$ cat src/hw/rtl/phd_ram.sv
module phd_ram #(
    parameter int WIDTH = 8,
    parameter int DEPTH = 16
) (
    input  logic                     i_clk,
    input  logic                     i_we,
    input  logic [$clog2(DEPTH)-1:0] i_waddr,
    input  logic [WIDTH-1:0]         i_wdata,
    input  logic [$clog2(DEPTH)-1:0] i_raddr,
    output logic [WIDTH-1:0]         o_rdata
);

    logic [WIDTH-1:0] r_mem [DEPTH];
    logic [WIDTH-1:0] r_rdata;

    // One write port and one registered read port.
    always_ff @(posedge i_clk) begin
        if (i_we) begin
            r_mem[i_waddr] <= i_wdata;
        end
        r_rdata <= r_mem[i_raddr];
    end

    assign o_rdata = r_rdata;

endmodule

$ cat config.mk
export PLATFORM = sky130hd
export DESIGN_NAME = phd_ram
export DESIGN_NICKNAME = d
export VERILOG_FILES = /design/src/hw/rtl/phd_ram.sv
export SDC_FILE = /design/constraint.sdc
export NUM_CORES = 1
export LEC_CHECK = 0
export ABC_AREA = 1
export BUFFER_PORTS_ARGS = -buffer_cell sky130_fd_sc_hd__buf_2
export CORE_MARGIN = 1
export CORE_UTILIZATION = 35
export CTS_CLUSTER_SIZE = 30
export DETAILED_ROUTE_END_ITERATION = 7
export GPL_TIMING_DRIVEN = 0
export SLEW_MARGIN = 40
export SYNTH_ARGS = -nofsm -noshare
export SYNTH_HDL_FRONTEND = slang
export SYNTH_SLANG_ARGS = --single-unit
$ cat constraint.sdc
create_clock -name i_clk -period 1.1 [get_ports i_clk]
set_clock_uncertainty 0.1 [all_clocks]
set_input_delay 0.11 -clock i_clk [delete_from_list [all_inputs] [get_ports i_clk]]
set_output_delay 0.11 -clock i_clk [all_outputs]
set_load 0.05 [all_outputs]
* After elaboration in Yosys (flattened, before gate mapping)
Memories as Yosys holds them, arrays and structs flattened. A register that Yosys moved wholly into a read port is not among the register bits. Cells that the tools add are included.
Storage, ports and cells: bits in read-only memories 0, register bits 0, input bits 18, word-level logic and storage cells 3, bits in latches 0, memories kept 1, output and inout port bits 8, bits in writable memories 128
Memories:
- r_mem | depth 16, width 8, rd ports 1, clocked after memory_dff 1, write ports 1, RTL line 13 | logic [WIDTH-1:0] r_mem [DEPTH];
Cells by class: mux-type cells 2, magnitude comparators 0, eq/ne operators 0, div/mod/pow operators 0, bitwise gates (word level) 0, reduce and logical (&&, ||, !) cells 0, shift-type cells 0, $mul 0, add/subtract/negate cells 0
Operators by type and width (number):
- $mux W1 | 2

* Depth between registers and ports, before layout
depth in word-level cells 2, gate-level depth with buffers 8, depth with buffers taken out 7

* Worst setup path after synthesis
No wires, ideal clock.
path kind input-to-reg, start point input i_waddr[3], end point memory r_mem[4][0] (enable), setup time 0.370 ns, cell stages on the path 2, required time 0.630 ns, path slack -0.061 ns, buffers on the path 0, data arrival time 0.691 ns, cell sequence nand3b_1 -> nor2_1
RTL lines:
- start: declaration | RTL line 7 | input logic [$clog2(DEPTH)-1:0] i_waddr,
- end: declaration | RTL line 13
Straight into the memory's write port.

* Worst setup path after layout
start point input i_waddr[2], end point memory r_mem[8][7] (enable)
Straight into the memory's write port.

==> flow_metrics.py <==
metrics = {
    "sta": {
        "finalSetupViolations": 65,
        "relSlewSlack": 0.458,
        "finalHoldViolations": 0,
        "clock.fmax_mhz": 792,
        "tightest_slew_ns": 0.811,
        "rsz0062_at_grt": "true",
        "drv_slew": 0,
        "layout_setup_ws_ns": -0.163,
        "min_period_ns": 1.26,
        "min_period_over_period": 1.15,
    },
    "place": {
        "io_buffer_count": 22,
        "gp_congestion": 0.902,
        "place_area_um2": 6160,
        "place_inst": 789,
        "pre_cts_slack_ns": -0.570,
        "dp_hpwl_mm": 9.23,
    },
    "logic_synthesis": {
        "synth_seq_cells": 136,
        "netlist_area_um2": 5770,
        "ys.warnings.count": 0,
        "ys_types": 12,
        "synth_nets": 569,
        "netlist_instances": 551,
        "ys_seq_area_frac": 0.694,
        "synth_area_per_cell_um2": 10.5,
    },
    "routing": {
        "met3_length_um": 851,
        "finalWirelength_mm": 14.2,
        "top_layer_used": "met4",
        "via_per_inst": 4.73,
        "post_drt_wl_per_cell_um": 17.2,
        "wl_met2_mm": 6.63,
        "ant_nets": 0,
        "first_pass_iters": 5,
        "wirelength_met1_mm": 6.24,
        "vias": 3899,
        "drc": 0,
        "first_iter_violations": 307,
    },
    "clock_tree": {
        "htreeDepth": 4,
        "clk_pin_slew_ns": 0.06,
        "clock_sinks": 136,
        "cts_tree": "done",
        "post_cts_buffers": 0,
        "clk_latency_ns": 0.42,
        "cts_root_buf": "clkbuf_16",
        "cts_buffers": 17,
        "cts_max_path_buffers": 2,
    },
    "pwr": {
        "p_leak_uw": 0.00300,
        "p_per_area_nw_per_um2": 1770,
        "peakVddDrop_mv": 1.04,
    },
    "floorplanning": {
        "dieArea_um2": 17000,
        "die_y_um": 130,
        "io-pin-count": 26,
        "die_w_um": 130,
        "row_count": 46,
        "coreArea_um2": 16000,
        "initial_core_util": 0.360,
    },
    "cells_and_area": {
        "stdcell_count": 824,
        "antenna_cells": 0,
        "fillCellCount": 1527,
        "area_growth_pct": 23.4,
        "finalInstanceArea_um2": 7110,
        "drive_gt1_frac": 0.230,
        "final_net_count": 613,
    },
    "min_path": {
        "min_to": "o_rdata[4]",
        "min_from": "i_raddr[2]",
        "hp-class": "in -> reg",
        "min_path_cells": 4,
    },
    "global_routing": {
        "grt_pass1_vias": 3714,
        "grt_pass1_wl_mm": 21.2,
        "grt_usage": 0.179,
        "gr-total-overflow": 0,
        "grt_antenna_before_repair": 0,
        "grt_max_degree": 17,
    },
    "worst_setup_path": {
        "reg2reg_to": "o_rdata[4]",
        "start_kind": "input port",
        "crit_fanout": 8,
        "reg2regPathDepth": 6,
        "r2r_slack_ns": 0,
        "cp-end-kind": "flip-flop",
        "arrival_ns": 1.21,
        "r2r-start": "r_mem[11][4]",
        "required_ns": 1.04,
        "path_class": "in -> reg",
    },
    "flow_run": {
        "drv_cap": 0,
    },
    "outcome": {
        "outcome": "finished with violations",
        "violations": "setup timing",
    },
}
## per-stage QoR
stage               power (µW)  hold slack (ns)  TNS [ns]  utilization
floorplan                 6460            0.109     -5.20            -
global placement          6790            0.438    -58.09        0.385
detailed placement        6800            0.443    -57.90        0.385
CTS                      12600          0.00556     -2.74        0.431
global route             12900           0.0160     -7.73        0.445
finish                   12600           0.0257     -5.11        0.445
## layout make-up
cell class                 instances  area, µm²  area share
buffer                            24        166      0.0234
clock buffer                      17        425      0.0598
clock inverter                    15        175      0.0246
inverter                         102        383      0.0538
multi-input combinational        289       1460       0.206
sequential                       136       4010       0.564
tap                              216        270      0.0380
timing repair buffer              25        216      0.0304
## worst max-delay path: stages
cell and delay [ns]:
buf_2 0.12, nand3b_1 0.29, nor2_1 0.69
## cells in the mapped netlist, drive strengths merged
| library cell | n | share of area |
|---|---|---|
| buf | 24 | 0.029 |
| dfxtp | 8 | 0.028 |
| edfxtp | 128 | 0.67 |
| inv | 102 | 0.066 |
| nand2 | 173 | 0.11 |
| nand3 | 97 | 0.084 |
| nand3b | 2 | 0.0026 |
| nor2 | 17 | 0.011 |
## where the power goes
group          total, µW  switching, µW  internal [µW]
sequential          5840           41.6           5800
combinational       1030            704            323
clock               5720           2170           3560
## state kept, by name (all words and copies together), names as in the netlist
signal	count
r_mem	128
o_rdata	8
## worst max-delay path by stage
stage	startpoint	end	slack, ns	depth (start not counted)
5_1_grt	i_waddr[3]	r_mem[4][5]	-0.21	3
2_1_floorplan	i_waddr[2]	r_mem[11][0]	-0.06	2
3_5_place_dp	i_waddr[3]	r_mem[4][5]	-0.57	3
3_3_place_gp	i_waddr[3]	r_mem[6][5]	-0.65	3
4_1_cts	i_waddr[2]	r_mem[8][3]	-0.10	3
6_report	i_waddr[2]	r_mem[8][7]	-0.16	3
## routing by layer
metal  global-route usage  vias up
li1                     -     1867
met1                0.237     1844
met2                0.272      153
met3               0.0394       35
met4                0.108        0
met5                    0        -
## placed cells by master, fill, tap and decap left out, types with 5 or more instances in the layout
master / count
edfxtp_1: 128
nand3_2: 34
inv_1: 100
nor2_2: 9
nand2_1: 164
buf_8: 7
clkbuf_16: 17
buf_2: 27
nor2_1: 5
nand3_1: 62
nand2_2: 9
buf_6: 7
dfxtp_2: 8
## logic make-up after synthesis
logic type / Yosys count / share of synthesized area
DFF: 136 / 0.694
and+or+nand+nor: 289 / 0.210
buffers and inverters: 126 / 0.0952
## repair_timing
| item | CTS | global route |
|---|---|---|
| pin swaps | 0 | 21 |
| hold buffers | 3 | 0 |
| setup endpoints to repair | 66 | 102 |
| gates resized for setup | 36 | 48 |
| endpoints found under the hold margin | 15 | 0 |
No activity file was read; power rests on OpenSTA's default activity.
